**config.mk**
```make
export PLATFORM = sky130hd
export DESIGN_NAME = interrupt_controller_32src_flat
export DESIGN_NICKNAME = d
export VERILOG_FILES = /design/src/rtl/intc_pkg.sv /design/src/rtl/intc_req_if.sv /design/src/rtl/intc_rsp_if.sv /design/src/rtl/intc_core.sv /design/src/rtl/intc_skid.sv /design/src/rtl/interrupt_controller_32src.sv /design/src/flat_wrapper.sv
export SDC_FILE = /design/constraint.sdc
export NUM_CORES = 1
export LEC_CHECK = 0
export ABC_AREA = 0
export BUFFER_PORTS_ARGS = -buffer_cell sky130_fd_sc_hd__buf_2
export CORE_MARGIN = 2
export CORE_UTILIZATION = 55
export DETAILED_ROUTE_END_ITERATION = 6
export GPL_TIMING_DRIVEN = 0
export HOLD_SLACK_MARGIN = 0.1
export PLACE_DENSITY = 0.81
export SETUP_SLACK_MARGIN = 0.02
export SLEW_MARGIN = 20
export SYNTH_ARGS = -nofsm -noshare
export SYNTH_HDL_FRONTEND = slang
export SYNTH_SLANG_ARGS = --single-unit
```
**constraint.sdc**
```tcl
create_clock -name clk -period 3.25 [get_ports clk]
set_input_delay 0.1625 -clock clk [delete_from_list [all_inputs] [get_ports clk]]
set_output_delay 0.1625 -clock clk [all_outputs]
set_load 0.1 [all_outputs]
```
**src/rtl/intc_pkg.sv**
```systemverilog
`timescale 1ns / 1ps
`default_nettype none

package intc_pkg;

  // Number of implemented interrupt sources, 1 to 32.
  localparam int NUM_SOURCES = 32;

  // Width of a bus data word.
  localparam int DATA_W = 32;

  // Mask of the state bits that exist for the implemented sources.
  localparam logic [DATA_W-1:0] SRC_MASK = {DATA_W{1'b1}} >> (DATA_W - NUM_SOURCES);

  // Command codes of an input beat.
  typedef logic [1:0] cmd_t;
  localparam cmd_t CMD_READ  = 2'd0;
  localparam cmd_t CMD_WRITE = 2'd1;
  localparam cmd_t CMD_LINE  = 2'd2;

  // Register word offsets.
  typedef logic [2:0] offset_t;
  localparam offset_t OFF_STATUS   = 3'd0;
  localparam offset_t OFF_ENABLE   = 3'd1;
  localparam offset_t OFF_SET      = 3'd2;
  localparam offset_t OFF_CLEAR    = 3'd3;
  localparam offset_t OFF_POLARITY = 3'd4;
  localparam offset_t OFF_EDGE     = 3'd5;

  typedef logic [DATA_W-1:0] word_t;
  typedef logic [4:0]        src_idx_t;

endpackage

`default_nettype wire

```
**src/rtl/intc_req_if.sv**
```systemverilog
`timescale 1ns / 1ps
`default_nettype none

// Request channel: one bus access or source line change per beat.
interface intc_req_if
  import intc_pkg::*;
();
  logic     valid;
  logic     ready;
  cmd_t     command;
  offset_t  reg_offset;
  word_t    write_data;
  src_idx_t source_index;
  logic     source_level;

  modport source (
    output valid, command, reg_offset, write_data, source_index, source_level,
    input  ready
  );

  modport sink (
    input  valid, command, reg_offset, write_data, source_index, source_level,
    output ready
  );
endinterface

`default_nettype wire

```
**src/rtl/intc_rsp_if.sv**
```systemverilog
`timescale 1ns / 1ps
`default_nettype none

// Response channel: read data and CPU request per beat.
interface intc_rsp_if
  import intc_pkg::*;
();
  logic  valid;
  logic  ready;
  word_t read_data;
  logic  cpu_request;

  modport source (
    output valid, read_data, cpu_request,
    input  ready
  );

  modport sink (
    input  valid, read_data, cpu_request,
    output ready
  );
endinterface

`default_nettype wire

```
**src/rtl/intc_core.sv**
```systemverilog
`timescale 1ns / 1ps
`default_nettype none

module intc_core
  import intc_pkg::*;
(
  input  wire logic   clk,
  input  wire logic   rst,
  intc_req_if.sink    req,
  intc_rsp_if.source  rsp
);

  // Input register.
  logic     s1_valid;
  cmd_t     s1_command;
  offset_t  s1_offset;
  word_t    s1_data;
  src_idx_t s1_index;
  logic     s1_level;

  // Controller state.
  word_t pending;
  word_t enable;
  word_t polarity;
  word_t edge_mode;

  word_t pending_next;
  word_t enable_next;
  word_t polarity_next;
  word_t edge_mode_next;
  word_t read_value;
  word_t wdata;
  word_t line_bit;
  logic  line_valid;
  logic  s1_fire;

  assign s1_fire   = s1_valid && rsp.ready;
  assign req.ready = !s1_valid || rsp.ready;

  // Capture an accepted beat; the register frees up once its result moves on.
  always_ff @(posedge clk) begin
    if (rst) begin
      s1_valid <= 1'b0;
    end else if (req.ready) begin
      s1_valid <= req.valid;
    end
    if (req.valid && req.ready) begin
      s1_command <= req.command;
      s1_offset  <= req.reg_offset;
      s1_data    <= req.write_data;
      s1_index   <= req.source_index;
      s1_level   <= req.source_level;
    end
  end

  // Next state and read data for the beat held in the input register.
  always_comb begin
    wdata          = s1_data & SRC_MASK;
    line_bit       = word_t'(1) << s1_index;
    line_valid     = {1'b0, s1_index} < 6'(NUM_SOURCES);
    pending_next   = pending;
    enable_next    = enable;
    polarity_next  = polarity;
    edge_mode_next = edge_mode;
    read_value     = '0;
    case (s1_command)
      CMD_READ: begin
        case (s1_offset)
          OFF_STATUS:   read_value = pending & enable;
          OFF_ENABLE:   read_value = enable;
          OFF_POLARITY: read_value = polarity;
          OFF_EDGE:     read_value = edge_mode;
          default:      read_value = '0;
        endcase
      end
      CMD_WRITE: begin
        case (s1_offset)
          OFF_STATUS:   pending_next   = wdata;
          OFF_ENABLE:   enable_next    = wdata;
          OFF_SET:      enable_next    = enable | wdata;
          OFF_CLEAR:    pending_next   = pending & ~(wdata & edge_mode);
          OFF_POLARITY: polarity_next  = wdata;
          OFF_EDGE:     edge_mode_next = wdata;
          default:      ;
        endcase
      end
      CMD_LINE: begin
        if (line_valid) begin
          if (s1_level) begin
            pending_next = (pending | line_bit) & SRC_MASK;
          end else begin
            pending_next = pending & (~line_bit | edge_mode) & SRC_MASK;
          end
        end
      end
      default: ;
    endcase
  end

  // State update when the result beat leaves.
  always_ff @(posedge clk) begin
    if (rst) begin
      pending   <= '0;
      enable    <= '0;
      polarity  <= '0;
      edge_mode <= '0;
    end else if (s1_fire) begin
      pending   <= pending_next;
      enable    <= enable_next;
      polarity  <= polarity_next;
      edge_mode <= edge_mode_next;
    end
  end

  assign rsp.valid       = s1_valid;
  assign rsp.read_data   = read_value;
  assign rsp.cpu_request = |(pending_next & enable_next);

`ifndef NO_ASSERTIONS
  // The reported request matches the state that the beat leaves behind.
  a_request_matches_state: assert property (@(posedge clk) disable iff (rst)
    s1_fire |=> (|(pending & enable)) == $past(rsp.cpu_request))
    else $error("cpu_request disagrees with stored state");

  // A bus read leaves every state word unchanged.
  a_read_no_side_effect: assert property (@(posedge clk) disable iff (rst)
    s1_fire && s1_command == CMD_READ |=>
      $stable(pending) && $stable(enable) && $stable(polarity) && $stable(edge_mode))
    else $error("bus read changed state");

  // Only reads return data.
  a_nonread_zero: assert property (@(posedge clk) disable iff (rst)
    s1_valid && s1_command != CMD_READ |-> rsp.read_data == '0)
    else $error("non-read beat returned data");

  // No state bit exists above the implemented sources.
  a_pending_masked: assert property (@(posedge clk) disable iff (rst)
    (pending & ~SRC_MASK) == '0)
    else $error("pending bit set for unimplemented source");
`endif

endmodule

`default_nettype wire

```
**src/rtl/intc_skid.sv**
```systemverilog
`timescale 1ns / 1ps
`default_nettype none

module intc_skid
  import intc_pkg::*;
(
  input  wire logic  clk,
  input  wire logic  rst,
  intc_rsp_if.sink   up,
  intc_rsp_if.source dn
);

  // Output register and skid entry.
  logic  main_valid;
  word_t main_data;
  logic  main_req;
  logic  skid_valid;
  word_t skid_data;
  logic  skid_req;

  logic push;
  logic pop;

  assign up.ready = !skid_valid;
  assign push     = up.valid && !skid_valid;
  assign pop      = main_valid && dn.ready;

  // Fill the output register first; park a beat in the skid when it is stalled.
  always_ff @(posedge clk) begin
    if (rst) begin
      main_valid <= 1'b0;
      skid_valid <= 1'b0;
    end else if (skid_valid) begin
      if (pop) begin
        main_valid <= 1'b1;
        skid_valid <= 1'b0;
      end
    end else if (push && (!main_valid || pop)) begin
      main_valid <= 1'b1;
    end else if (push) begin
      skid_valid <= 1'b1;
    end else if (pop) begin
      main_valid <= 1'b0;
    end
    if (skid_valid && pop) begin
      main_data <= skid_data;
      main_req  <= skid_req;
    end else if (push && (!main_valid || pop)) begin
      main_data <= up.read_data;
      main_req  <= up.cpu_request;
    end
    if (push && main_valid && !pop) begin
      skid_data <= up.read_data;
      skid_req  <= up.cpu_request;
    end
  end

  assign dn.valid       = main_valid;
  assign dn.read_data   = main_data;
  assign dn.cpu_request = main_req;

`ifndef NO_ASSERTIONS
  // The skid entry is only ever used behind a full output register.
  a_skid_behind_main: assert property (@(posedge clk) disable iff (rst)
    skid_valid |-> main_valid)
    else $error("skid entry valid with empty output register");
`endif

endmodule

`default_nettype wire

```
**src/rtl/interrupt_controller_32src.sv**
```systemverilog
`timescale 1ns / 1ps
`default_nettype none

// 32-source interrupt controller with edge and level modes.
//
// The req channel takes one beat per bus read, bus write or source line
// change; the rsp channel returns exactly one beat for each, in order, with
// the read data (zero for anything but a read) and the CPU request as it
// stands after that beat.
//
// A request beat is held in an input register, where the register update and
// the result are formed by plain bitwise logic, and the result then sits in
// an output register. Throughput is one beat per cycle while the receiver
// keeps taking rsp beats.
//
// A two-entry output buffer (output register plus skid entry) keeps req.ready
// high while one result waits; when the receiver stalls long enough the
// buffer fills and req.ready drops until rsp beats are taken again.
//
// Synchronous reset clears pending, enable, polarity and edge words to zero
// and empties the input register and output buffer.

module interrupt_controller_32src
  import intc_pkg::*;
(
  input  wire logic  clk,
  input  wire logic  rst,
  intc_req_if.sink   req,
  intc_rsp_if.source rsp
);

  intc_rsp_if core_rsp ();

  intc_core u_core (
    .clk (clk),
    .rst (rst),
    .req (req),
    .rsp (core_rsp.source)
  );

  intc_skid u_skid (
    .clk (clk),
    .rst (rst),
    .up  (core_rsp.sink),
    .dn  (rsp)
  );

endmodule

`default_nettype wire

```
**src/flat_wrapper.sv**
```systemverilog
// flat-port wrapper written by rule: the top's interface ports become plain ports
module interrupt_controller_32src_flat import intc_pkg::*;
  (clk, rst, req_valid, req_command, req_reg_offset, req_write_data, req_source_index, req_source_level, req_ready, rsp_valid, rsp_read_data, rsp_cpu_request, rsp_ready);
  intc_req_if req_i ();
  intc_rsp_if rsp_i ();
  input  wire logic clk;
  input  wire logic rst;
  input wire logic [$bits(req_i.valid)-1:0] req_valid;
  input wire logic [$bits(req_i.command)-1:0] req_command;
  input wire logic [$bits(req_i.reg_offset)-1:0] req_reg_offset;
  input wire logic [$bits(req_i.write_data)-1:0] req_write_data;
  input wire logic [$bits(req_i.source_index)-1:0] req_source_index;
  input wire logic [$bits(req_i.source_level)-1:0] req_source_level;
  output wire logic [$bits(req_i.ready)-1:0] req_ready;
  output wire logic [$bits(rsp_i.valid)-1:0] rsp_valid;
  output wire logic [$bits(rsp_i.read_data)-1:0] rsp_read_data;
  output wire logic [$bits(rsp_i.cpu_request)-1:0] rsp_cpu_request;
  input wire logic [$bits(rsp_i.ready)-1:0] rsp_ready;
  assign req_i.valid = req_valid;
  assign req_i.command = req_command;
  assign req_i.reg_offset = req_reg_offset;
  assign req_i.write_data = req_write_data;
  assign req_i.source_index = req_source_index;
  assign req_i.source_level = req_source_level;
  assign req_ready = req_i.ready;
  assign rsp_valid = rsp_i.valid;
  assign rsp_read_data = rsp_i.read_data;
  assign rsp_cpu_request = rsp_i.cpu_request;
  assign rsp_i.ready = rsp_ready;
  interrupt_controller_32src u_core (.clk(clk), .rst(rst), .req(req_i), .rsp(rsp_i));
endmodule
```
* Word-level counts from Yosys, hierarchy flattened
Cells that the tools add are included.
W data, S select, Z words.
** Storage, ports and cells
- Register bits after elaboration :: 240
- Latch bits :: 0
- Bits in writable memories :: 0
- ROM bits :: 0
- Output and inout bits :: 35
- Logic and storage cells :: 77
- Memories kept :: 0
** Cells by class
- Add/sub/neg operators :: 0
- Multiply operators :: 0
- Divide/modulo/power cells :: 0
- $lt $le $gt $ge :: 0
- Equality and inequality tests :: 9
- Shifts and indexed selects :: 1
- Mux-type cells :: 20
- Bitwise operators :: 10
- Reduce and logical (&&, ||, !) cells :: 21
** Operators by type and width (number)
- $pmux W32 S2 :: 3
- $and A32 B32 Y32 :: 5
- $mux W32 :: 5
- $pmux W32 S4 :: 1
- $or A32 B32 Y32 :: 3
- $not A32 Y32 :: 2
- $reduce_or A32 Y1 :: 1
- $shl A1 B5 Y32 const A :: 1
- $mux W1 :: 11
- $reduce_and A3 Y1 :: 3
- $logic_and A1 B1 Y1 :: 7
- $eq A3 B2 Y1 const B :: 2
- $eq A3 B3 Y1 const B :: 2
- $logic_not A1 Y1 :: 4
- $reduce_bool A2 Y1 :: 2
- $eq A3 B1 Y1 const B :: 1
- $logic_not A3 Y1 :: 1
- $ne A3 B2 Y1 const B :: 1
- $eq A2 B1 Y1 const B :: 1
- $eq A2 B2 Y1 const B :: 1
- $logic_not A2 Y1 :: 1
- $logic_or A1 B1 Y1 :: 2
- $ne A2 B1 Y1 const B :: 1

* Longest topological paths before layout
Gate-level depths: netlist (run 1).
- Depth in word-level cells :: 10
- Depth in mapped cells :: 12

* Cells and area by module
A second synthesis (run 1) with hierarchy kept.
** Unflattened totals
- Cell total of the unflattened synthesis :: 1223
- Area, all modules :: 11762.5 µm²
** By module, submodules not included
- intc_core :: times used 1, cells an instance 1108, area an instance 9152.5 µm², sequential area each 3873.7 µm²
- intc_skid :: times used 1, cells an instance 115, area an instance 2610.0 µm², sequential area each 2021.9 µm²

* Least setup slack after synthesis (run 1)
OpenSTA, ideal clock, no wires.
- Path type :: register to register
- From :: register u_core.u_skid.main_valid (netlist: u_core.u_skid.dn.valid)
- To :: register u_core.u_skid.main_req (netlist: u_core.u_skid.dn.cpu_request), enable pin
- Data arrival time :: 2833 ps
- Required time :: 2816 ps
- Setup slack :: -18 ps
- Cell stages (with the launch flop) :: 3
- Path buffers :: 0
- Period minus slack after synthesis :: 3268 ps
- Cell sequence :: dfxtp_1 a21oi_1 a21oi_1
** On the way
- Cells in the longest elaborated chain, start to end :: 4
- Elaborated cells on any way between the ends :: 6
- Classes of those cells :: reduce/logical (6)
** RTL lines
- start, declared :: line intc_skid.sv:14 : logic main_valid;
- start signal, assigned :: line intc_skid.sv:31 : main_valid <= 1'b0;
- start signal, assigned :: line intc_skid.sv:35 : main_valid <= 1'b1;
- start signal, assigned :: line intc_skid.sv:39 : main_valid <= 1'b1;
- $logic_not A1 Y1 / $logic_and A1 B1 Y1 (equally long branches) :: line intc_skid.sv:48, intc_skid.sv:26
- $logic_or A1 B1 Y1 :: line intc_skid.sv:48 : end else if (push && (!main_valid || pop)) begin
- $logic_and A1 B1 Y1 :: line intc_skid.sv:48
- $reduce_bool A2 Y1 (no line) *
- end signal, assigned :: line intc_skid.sv:47 : main_req <= skid_req;
- end signal, assigned :: line intc_skid.sv:50 : main_req <= up.cpu_request;
- end, declared :: line intc_skid.sv:16 : logic main_req;
Mark *: on every way between the ends. The rest lies on a longest branch, timed or not.
A chain may end at the register's enable or synchronous reset.

* Worst setup path after layout (run 1)
- From :: register u_core.u_core.s1_offset[1]
- To :: register u_core.u_skid.main_req (netlist: u_core.u_skid.dn.cpu_request) (data pin)
** On the way
- Cells in the longest elaborated chain, start to end :: 7
- Elaborated cells on any way between the ends :: 12
- Classes of those cells :: eq/ne (3); mux (6); bitwise (1); reduce/logical (2)
** RTL lines
- start, declared :: line intc_core.sv:16 : offset_t s1_offset;
- start signal, assigned :: line intc_core.sv:49 : s1_offset <= req.reg_offset;
- $eq A3 B2 Y1, or another cell as far along :: line intc_core.sv:77 : case (s1_offset)
- $pmux W32 S2 :: line intc_core.sv:77
- $pmux W32 S2 / $mux W32 (equally long branches) :: line intc_core.sv:66 : case (s1_command)
- $and A32 B32 Y32 * :: line intc_core.sv:117 : assign rsp.cpu_request = |(pending_next & enable_next);
- $reduce_or A32 Y1 * :: line intc_core.sv:117
- $mux W1 * :: line intc_skid.sv:48
- $mux W1 * :: line intc_skid.sv:45 : if (skid_valid && pop) begin
Mark *: on every way between the ends. The rest lies on a longest branch, timed or not. The select of a mux whose other input is x is not followed.

==> impl_metrics.py, run 1 <==
metrics = {
    "critical_path": {
        "crit_slowest_cell": "edfxtp_1",
        "r2r_end": "u_core.u_skid.dn.cpu_request",
        "critPathArrivalTime_ps": 3600,
        "path_class": "flop to flop",
        "r2r_start": "u_core.u_core.s1_offset[1]",
        "end_kind": "flop",
        "worst-r2r-setup-slack_ps": -110,
        "slowest_delay_ps": 480,
        "critical_path.top_delay_family": "compound AO/OA/AOI/OAI gates",
        "start_kind": "flop",
        "crit_required_ps": 3490,
        "r2r_cells": 11,
        "cp.buffers_inverters": 4,
        "cp_max_fo": 10,
        "cp_cell_sequence": "buf_6 -> or2_2 -> clkbuf_1 -> clkbuf_2 -> a21oi_1 -> nor2_1 -> o21ai_0 -> o311ai_0 -> nor3_2 -> buf_4 -> a41oi_1",
    },
    "routing": {
        "wirelength_um": 49600,
        "post-route-drc-count": 10,
        "firstDrtPassIters": 7,
        "drt_iter0_markers": 1989,
        "vias": 11800,
        "wl_per_cell_um": 29.8,
        "routed_via_density": 7.08,
        "drtAntennaViolNets": 0,
    },
    "synth": {
        "ys_ff_latch": 240,
        "synth_area_leaders": "edfxtp_1, dfxtp_1, nand2_1",
        "yosysWarnings": 0,
        "synth.distinct_cells": 79,
        "syn_inst": 1216,
        "netlist_area_mm2": 0.0117,
        "avgSynthCellArea_um2": 9.60,
        "synthesis.nets": 1266,
        "synth-seq-area-share_pct": 50.5,
        "synthFlopType": "dfxtp_1",
        "synth_top_area_share_pct": 28.1,
        "async_reset_ff_share_pct": 0,
        "yosysTopAreaCell": "edfxtp_1",
        "synth_edf_count": 109,
    },
    "sta": {
        "layout_min_cycle_time_ps": 3360,
        "max_slew_margin_pct": 16.4,
        "rsz0062_at_grt": "true",
        "fin_crit_sh_pct": 103,
        "fin_skew_ps": 12.8,
        "setup_tns_ps": -190,
        "drv_slew": 0,
        "fin_ws_ps": -111,
        "fmax_mhz": 298,
        "final_hold_viol_count": 0,
        "setup_viol": 2,
        "fin_hold_ws_ps": 335,
        "max_slew.worst_pin.slew_ps": 1250,
    },
    "hold_path": {
        "hold_depth": 2,
        "hold_path_class": "input pin to flop",
        "hold_end": "u_core.u_core.s1_data[23]",
        "hp-start": "req_write_data[23]",
    },
    "global_route": {
        "track_usage_pct": 43.8,
        "grt_pass1_wl_um": 71300,
        "overflow": 0,
        "antenna_found_initial": 0,
        "grt_max_degree": 29,
        "grt_pass1_vias": 11200,
    },
    "die": {
        "io_pins": 82,
        "die_area_mm2": 0.0224,
        "start_util_pct": 55.9,
        "fp.coreArea_mm2": 0.0209,
        "rows": 53,
        "die_y_um": 150,
        "die_w_um": 150,
    },
    "power": {
        "p_leak_nw": 5.05,
        "vdd_drop_max_mv": 0.361,
        "power_density_mw_per_mm2": 507,
    },
    "finish": {
        "drive_gt1_share_pct": 17.2,
        "area_growth_pct": 19.4,
        "nFillCells": 1692,
        "nNetsFinal": 1423,
        "diodes": 0,
    },
    "outcome": {
        "violations": "design-rule violations, negative setup slack",
        "outcome": "complete, but fails checks",
    },
    "clock_tree": {
        "cts_tree": "yes",
        "cts_made_buffers": 25,
        "cts.clk_slew.worst_paths_ps": 60,
        "cts.sinks": 240,
        "clockBufferDepth": 3,
        "cts_root_buf": "clkbuf_16",
        "h-tree-depth": 1,
        "clk_latency_ps": 540,
    },
    "place": {
        "port-buffer-count": 80,
        "place.gp.congestion": 1.13,
        "dpl.hpwl_um": 34500,
    },
    "job": {
        "max_cap_viol_count": 0,
    },
}
-- layout make-up --
cell class	instances	area, um2	area share, %
Multi-Input combinational cell	858	5400	38.8
Inverter	12	45.0	0.323
Tap cell	275	344	2.47
Buffer	103	493	3.54
Timing Repair Buffer	133	963	6.92
Clock inverter	10	104	0.746
Clock buffer	35	683	4.90
Sequential cell	240	5900	42.3
-- synth_stat cells (all sizes together), types with 5 or more instances --
cell	instances
o31ai	6
o22ai	11
nor3b	9
o2111ai	6
clkbuf	70
o311ai	21
nand4	17
inv	11
o21ai	26
or4	5
a22oi	41
and3	8
nand4b	10
nor2b	6
a222oi	34
nand2	164
nor3	21
dfxtp	131
a22o	13
a211oi	18
buf	36
nand2b	7
a21boi	8
edfxtp	109
a21oi	101
a32oi	25
nor2	138
mux2	32
o211ai	15
nand3	14
a21o	32
-- worst max path at each step --
| stage | startpoint | to | depth (start not counted) |
|---|---|---|---|
| after floorplan | u_core.u_skid.skid_valid | u_core.u_core.s1_command[0] | 3 |
| after global placement | u_core.u_core.s1_command[1] | u_core.u_skid.dn.cpu_request | 11 |
| after detailed placement | u_core.u_core.s1_command[1] | u_core.u_skid.dn.cpu_request | 11 |
| after CTS | u_core.u_core.s1_offset[2] | u_core.u_core.edge_mode[8] | 10 |
| after global routing | u_core.u_core.s1_offset[1] | u_core.u_skid.dn.cpu_request | 11 |
| final | u_core.u_core.s1_offset[1] | u_core.u_skid.dn.cpu_request | 11 |
-- through the flow --
step | setup WS, ps | power, mW | std cells | instance area (um2) | util [%]
4_1_cts | 21.4 | 7.00 | 1664 | 13900 | 66.3
6_report | -111 | 7.07 | 1666 | 13900 | 66.7
2_1_floorplan | 537 | 3.85 | 1216 | 11700 | -
3_5_place_dp | -782 | 4.17 | 1574 | 12500 | 59.9
5_1_grt | -117 | 7.18 | 1666 | 13900 | 66.7
3_3_place_gp | -712 | 4.15 | 1571 | 12400 | 59.4
-- layer usage --
layer	wire length (um)	GRT usage, %	part of all wire (%)	vias up
li1	-	-	-	4965
met1	19100	59.0	39	5625
met2	20800	64.2	42	1011
met3	6750	13.8	14	201
met4	2870	20.9	5.8	0
met5	0	0	0	-
-- timing repair --
action | CTS | global route
gates resized for setup | 39 | 28
hold buffers | 45 | 0
setup endpoints to repair | 132 | 44
pin swaps | 2 | 3
buffers inserted | 2 | 3
endpoints found under the hold margin | 46 | 0
-- worst reg2reg max path: cells and delay by family (launching register included) --
family                 cells  cell delay (ps)
AO/OA/AOI/OAI              4             1030
buffers and inverters      4              950
AND/OR/NAND/NOR            3              610
flip-flops                 1              480
-- sequential cells by signal (all words and copies together) (netlist names) --
name,flops
u_core.u_core.edge_mode,32
u_core.u_core.polarity,32
u_core.u_skid.skid_data,32
u_core.u_core.s1_level,1
u_core.u_core.s1_data,32
u_core.u_skid.dn.cpu_request,1
u_core.u_skid.skid_req,1
u_core.u_skid.dn.read_data,32
u_core.u_core.s1_index,5
u_core.u_skid.skid_valid,1
u_core.u_skid.dn.valid,1
u_core.u_core.s1_offset,3
u_core.u_core.enable,32
u_core.u_core.pending,32
u_core.u_core.rsp.valid,1
u_core.u_core.s1_command,2
-- layout by cell type (no fill, tap or decap), types with 17 or more instances in the layout --
cell type      netlist  final
o21ai_0             25     22
dfxtp_1            131    131
a21oi_1            101    100
edfxtp_1           109    109
clkbuf_16            0     25
nor2_1             138    136
clkbuf_1            70     55
nor3_1              20     19
nand2_1            164    164
buf_2               28    109
nand4_1             17     17
mux2_2              32     32
a211oi_1            18     18
a21o_1              32     32
dlygate4sd3_1        0     45
a22oi_1             41     41
a32oi_1             25     22
a222oi_1            34     34
-- power by group --
part | switching (mW) | total (mW) | leakage (nW) | internal [mW]
clock | 1.22 | 2.84 | 0.389 | 1.62
combinational | 0.638 | 0.882 | 2.50 | 0.244
sequential | 0.106 | 3.34 | 2.16 | 3.24
-- logic make-up (layout without fill, tap and decap cells) --
group	count (synthesis)	after routing	share of synthesized area, %
xor gates and xnor gates	1	1	0.0751
and+or+nand+nor	431	431	17.5
AOI/OAI and AO/OA	389	389	24.0
muxes	34	34	3.26
adders and majority gates	3	3	0.322
buffers and inverters	118	293	4.32
DFF	240	240	50.5
Note: power is estimated with default switching activity, not from simulation.
==> run 2: changes to the inputs <==
==> constraint.sdc (replaced) <==
create_clock -name clk -period 3.25 [get_ports clk]
set_input_delay 0.8125 -clock clk [delete_from_list [all_inputs] [get_ports clk]]
set_output_delay 0.8125 -clock clk [all_outputs]
set_load 0.1 [all_outputs]
==> impl_metrics.py, run 2 (synthesis results as in run 1) <==
metrics = {
    "clock_tree": {
        "clk_latency_ps": 540,
        "ctsHoldBuffers": 0,
        "clockBufferDepth": 3,
        "cts_tree": "yes",
        "cts.sinks": 240,
        "h-tree-depth": 1,
        "cts_made_buffers": 25,
        "cts_root_buf": "clkbuf_16",
        "cts.clk_slew.worst_paths_ps": 70,
    },
    "place": {
        "dpl.hpwl_um": 34500,
        "dp.cells": 1574,
        "place_ws_ps": -782,
        "place.gp.congestion": 1.13,
        "port-buffer-count": 80,
    },
    "power": {
        "power_density_mw_per_mm2": 519,
        "vdd_drop_max_mv": 0.395,
        "p_leak_nw": 4.87,
    },
    "critical_path": {
        "worst-r2r-setup-slack_ps": -20,
        "cp.buffers_inverters": 4,
        "start_kind": "flop",
        "path_class": "flop to flop",
        "critical_path.top_delay_family": "buffers and inverters",
        "cp_cell_sequence": "inv_1 -> ha_4 -> clkbuf_2 -> clkbuf_1 -> nand3_1 -> clkbuf_1 -> nand2_1 -> a21oi_1",
        "slowest_delay_ps": 720,
        "crit_slowest_cell": "clkbuf_1",
        "crit_top_cell": "clkbuf_1",
        "cp_max_fo": 10,
        "crit_required_ps": 3640,
        "critPathArrivalTime_ps": 3650,
        "end_kind": "flop",
    },
    "routing": {
        "drtAntennaViolNets": 0,
        "drt_iter0_markers": 1999,
        "wl_per_cell_um": 30.2,
        "post-route-drc-count": 13,
        "vias": 11600,
        "wirelength_um": 48900,
        "routed_via_density": 7.17,
        "firstDrtPassIters": 7,
    },
    "die": {
        "rows": 53,
        "start_util_pct": 55.9,
        "die_area_mm2": 0.0224,
        "io_pins": 82,
        "die_w_um": 150,
        "die_y_um": 150,
        "fp.coreArea_mm2": 0.0209,
    },
    "sta": {
        "fin_crit_sh_pct": 101,
        "drv_slew": 0,
        "fmax_mhz": 306,
        "max_slew.worst_pin.slew_ps": 1070,
        "final_hold_viol_count": 0,
        "setup_viol": 4,
        "rsz0062_at_grt": "true",
        "fin_hold_ws_ps": 446,
        "layout_min_cycle_time_ps": 3270,
        "fin_ws_ps": -17.1,
        "fin_skew_ps": 11.9,
        "max_slew_margin_pct": 28.3,
    },
    "finish": {
        "stdcell_count": 1621,
        "drive_gt1_share_pct": 18.4,
        "layout_commonest_cell": "nand2_1",
        "area_growth_pct": 16.0,
        "diodes": 0,
        "nFillCells": 1738,
        "final_cell_mix": "nand2_1, nor2_1, dfxtp_1",
        "nNetsFinal": 1378,
    },
    "job": {
        "max_cap_viol_count": 0,
    },
    "hold_path": {
        "hold_path_class": "input pin to flop",
    },
    "outcome": {
        "outcome": "complete, but fails checks",
        "violations": "design-rule violations, negative setup slack",
    },
    "global_route": {
        "grt_max_degree": 29,
        "track_usage_pct": 43.2,
        "antenna_found_initial": 0,
        "overflow": 0,
        "grt_pass1_vias": 10900,
        "grt_pass1_wl_um": 70300,
    },
}
run 2: routing by layer:
metal,global-route usage (%),up-vias,routed length (um)
met5,0,-,0
met1,58.5,5540,18900
met4,21.3,0,2650
met3,13.6,200,6760
met2,62.7,1013,20600
li1,-,4871,-
run 2: power by group:
| part | total, mW | leakage [nW] | internal [mW] | switching [mW] |
|---|---|---|---|---|
| Combinational | 0.845 | 2.32 | 0.213 | 0.632 |
| Clock | 2.84 | 0.389 | 1.62 | 1.22 |
| Sequential | 3.34 | 2.16 | 3.24 | 0.107 |
run 2: path summary, 6_finish.rpt:
kind              cells past startpoint                        start                         end
hold reg to reg                       2    u_core.u_core.polarity[9]   u_core.u_core.polarity[9]
hold / removal                        1           req_write_data[19]   u_core.u_core.s1_data[19]
setup / recovery                      8  u_core.u_core.s1_command[1]  u_core.u_core.polarity[16]
setup reg to reg                      8  u_core.u_core.s1_command[1]  u_core.u_core.polarity[16]
run 2: worst reg2reg max path, delay by kind of cell, from the launching register on:
family	cells	cell delay, ps
AOI/OAI and AO/OA	1	80
adders and majority gates	1	210
buffers and inverters	4	1710
DFF	1	400
and+or+nand+nor	2	740
run 2: what timing repair did:
| action | 4_1_cts | 5_1_grt |
|---|---|---|
| pin swaps | 2 | 5 |
| endpoints found under the hold margin | 0 | 0 |
| endpoints found under the setup margin | 132 | 42 |
| setup buffers | 2 | 4 |
| gates cloned | 0 | 0 |
| resized for setup | 39 | 50 |
run 2: final cells by class:
| type | count | area, um2 | area share [%] |
|---|---|---|---|
| Clock buffer | 35 | 683 | 5.05 |
| Clock inverter | 10 | 104 | 0.767 |
| Sequential cell | 240 | 5900 | 43.5 |
| Multi-Input combinational cell | 858 | 5450 | 40.2 |
| Tap cell | 275 | 344 | 2.54 |
| Buffer | 102 | 502 | 3.71 |
| Inverter | 12 | 45.0 | 0.333 |
| Timing Repair Buffer | 89 | 520 | 3.84 |
run 2: metrics by stage:
stage          utilization (%)  total power [mW]  TNS, ps  instance area (um2)
4_1_cts                   64.2              6.95        0                13400
3_3_place_gp              59.4              4.15   -31120                12400
6_report                  64.8              7.03    -39.7                13500
3_5_place_dp              59.9              4.17   -13680                12500
5_1_grt                   64.8              7.15        0                13500
2_1_floorplan                -              3.85        0                11700
==> run 3: changes to the inputs <==
- CELL_PAD_IN_SITES_DETAIL_PLACEMENT: default -> 1
- CELL_PAD_IN_SITES_GLOBAL_PLACEMENT: default -> 1
- CORE_UTILIZATION: 55 -> 43
==> impl_metrics.py, run 3 (synthesis results as in run 1) <==
metrics = {
    "clock_tree": {
        "cts_tree": "yes",
        "cts_root_buf": "clkbuf_16",
        "cts_made_buffers": 27,
        "clk_latency_ps": 550,
        "clockBufferDepth": 3,
        "cts.clk_slew.worst_paths_ps": 60,
        "h-tree-depth": 1,
        "ctsHoldBuffers": 0,
        "cts.sinks": 240,
    },
    "place": {
        "place.gp.congestion": 1.02,
        "dpl.hpwl_um": 38700,
        "port-buffer-count": 80,
        "dp.cells": 1639,
    },
    "global_route": {
        "grt_pass1_vias": 11400,
        "antenna_found_initial": 2,
        "track_usage_pct": 37.2,
        "grt_pass1_wl_um": 77200,
        "overflow": 0,
        "grt_max_degree": 44,
    },
    "critical_path": {
        "r2r_end": "u_core.u_skid.dn.cpu_request",
        "cp_num_cells": 10,
        "cp_max_fo": 10,
        "worst-r2r-setup-slack_ps": -60,
        "r2r_cells": 10,
        "slowest_delay_ps": 480,
        "critPathArrivalTime_ps": 3680,
        "critical_path.top_delay_family": "buffers and inverters",
        "cp.buffers_inverters": 3,
        "r2r_start": "u_core.u_core.s1_offset[1]",
        "crit_top_cell": "buf_2",
        "crit_slowest_cell": "edfxtp_1",
        "crit_required_ps": 3630,
        "end_kind": "flop",
        "start_kind": "flop",
        "path_class": "flop to flop",
        "cp_cell_sequence": "xor2_1 -> buf_2 -> buf_2 -> a32oi_1 -> nor2_1 -> o21ai_0 -> o2111ai_1 -> nor3_2 -> buf_4 -> a41oi_1",
    },
    "hold_path": {
        "hold_path_class": "input pin to flop",
        "hold_depth": 1,
        "hold_end": "u_core.u_core.s1_data[25]",
        "hp-start": "req_write_data[25]",
    },
    "die": {
        "fp.coreArea_mm2": 0.0268,
        "io_pins": 82,
        "rows": 60,
        "die_w_um": 169,
        "die_y_um": 169,
        "start_util_pct": 43.5,
        "die_area_mm2": 0.0285,
    },
    "routing": {
        "firstDrtPassIters": 7,
        "drtAntennaViolNets": 0,
        "routed_via_density": 6.77,
        "wirelength_um": 53700,
        "wl_per_cell_um": 31.7,
        "vias": 11400,
        "drt_iter0_markers": 1417,
        "post-route-drc-count": 2,
    },
    "finish": {
        "layout_commonest_cell": "nand2_1",
        "final_util_pct": 51.0,
        "drive_gt1_share_pct": 18.6,
        "nNetsFinal": 1377,
        "stdcell_count": 1691,
        "final_cell_mix": "nand2_1, nor2_1, dfxtp_1",
        "nFillCells": 2999,
        "area_growth_pct": 17.1,
    },
    "sta": {
        "setup_viol": 1,
        "setup_tns_ps": -55.2,
        "rsz0062_at_grt": "true",
        "fin_skew_ps": 17.2,
        "max_slew_margin_pct": 14.9,
        "final_hold_viol_count": 0,
        "fmax_mhz": 303,
        "fin_crit_sh_pct": 102,
        "fin_ws_ps": -55.2,
        "fin_hold_ws_ps": 438,
        "drv_slew": 0,
        "layout_min_cycle_time_ps": 3310,
        "max_slew.worst_pin.slew_ps": 1260,
    },
    "power": {
        "p_leak_nw": 4.88,
        "vdd_drop_max_mv": 0.455,
        "power_density_mw_per_mm2": 521,
    },
    "outcome": {
        "outcome": "complete, but fails checks",
        "violations": "design-rule violations, negative setup slack",
    },
    "job": {
        "max_cap_viol_count": 0,
    },
}
==> run 3: final cells by class <==
class / instances / area (um2) / area share [%]
tap: 341 / 427 / 3.12
inverter: 12 / 45.0 / 0.330
buffer: 101 / 508 / 3.72
antenna: 3 / 7.51 / 0.0549
timing repair buffer: 87 / 505 / 3.70
sequential: 240 / 5900 / 43.1
multi-input combinational: 858 / 5450 / 39.9
clock buffer: 33 / 718 / 5.26
clock inverter: 16 / 108 / 0.787
==> run 3: worst max path at each step <==
stage	from	endpoint	slack (ps)
final	u_core.u_core.s1_offset[1]	u_core.u_skid.dn.cpu_request	-60
after global placement	u_core.u_core.s1_command[0]	u_core.u_skid.dn.cpu_request	-970
after detailed placement	u_core.u_core.s1_command[0]	u_core.u_skid.dn.cpu_request	-1040
after global routing	u_core.u_core.s1_offset[1]	u_core.u_skid.dn.cpu_request	-40
after floorplan	u_core.u_skid.skid_valid	u_core.u_core.s1_command[0]	540
after CTS	u_core.u_core.s1_offset[2]	u_core.u_skid.dn.cpu_request	-130
==> run 3: per-stage QoR <==
| step | area (um2) | total power, mW | worst slack, ps |
|---|---|---|---|
| 2_1_floorplan | 11700 | 3.85 | 537 |
| 3_3_place_gp | 12500 | 4.18 | -967 |
| 3_5_place_dp | 12600 | 4.20 | -1040 |
| 4_1_cts | 13500 | 7.08 | -125 |
| 5_1_grt | 13700 | 7.28 | -37.1 |
| 6_report | 13700 | 7.12 | -55.2 |
==> run 3: worst reg2reg max path, cell delays in order (launching register included) <==
cell and delay [ps]:
edfxtp_1 480, xor2_1 370, buf_2 470, buf_2 460
a32oi_1 170, nor2_1 350, o21ai_0 240, o2111ai_1 160
nor3_2 70, buf_4 170, a41oi_1 220
==> run 3: timing repair <==
action                                  CTS  global route
pin swaps                                 3             2
setup buffers                             3             2
endpoints found under the hold margin     0             0
endpoints found under the setup margin  147            85
resized for setup                        34            52
==> run 3: routing by layer <==
layer | up-vias | share of wire (%) | track usage [%] | wire, um
li1 | 4875 | - | - | -
met1 | 5768 | 42 | 49.5 | 22500
met2 | 647 | 44 | 57.6 | 23600
met3 | 153 | 9.0 | 8.39 | 4810
met4 | 0 | 5.2 | 17.4 | 2790
met5 | - | 0 | 0 | 0
==> run 3: where the power goes <==
group          internal (mW)  switching, mW
logic                  0.213          0.648
clock network           1.64           1.27
registers               3.24          0.111
total                   5.09           2.03
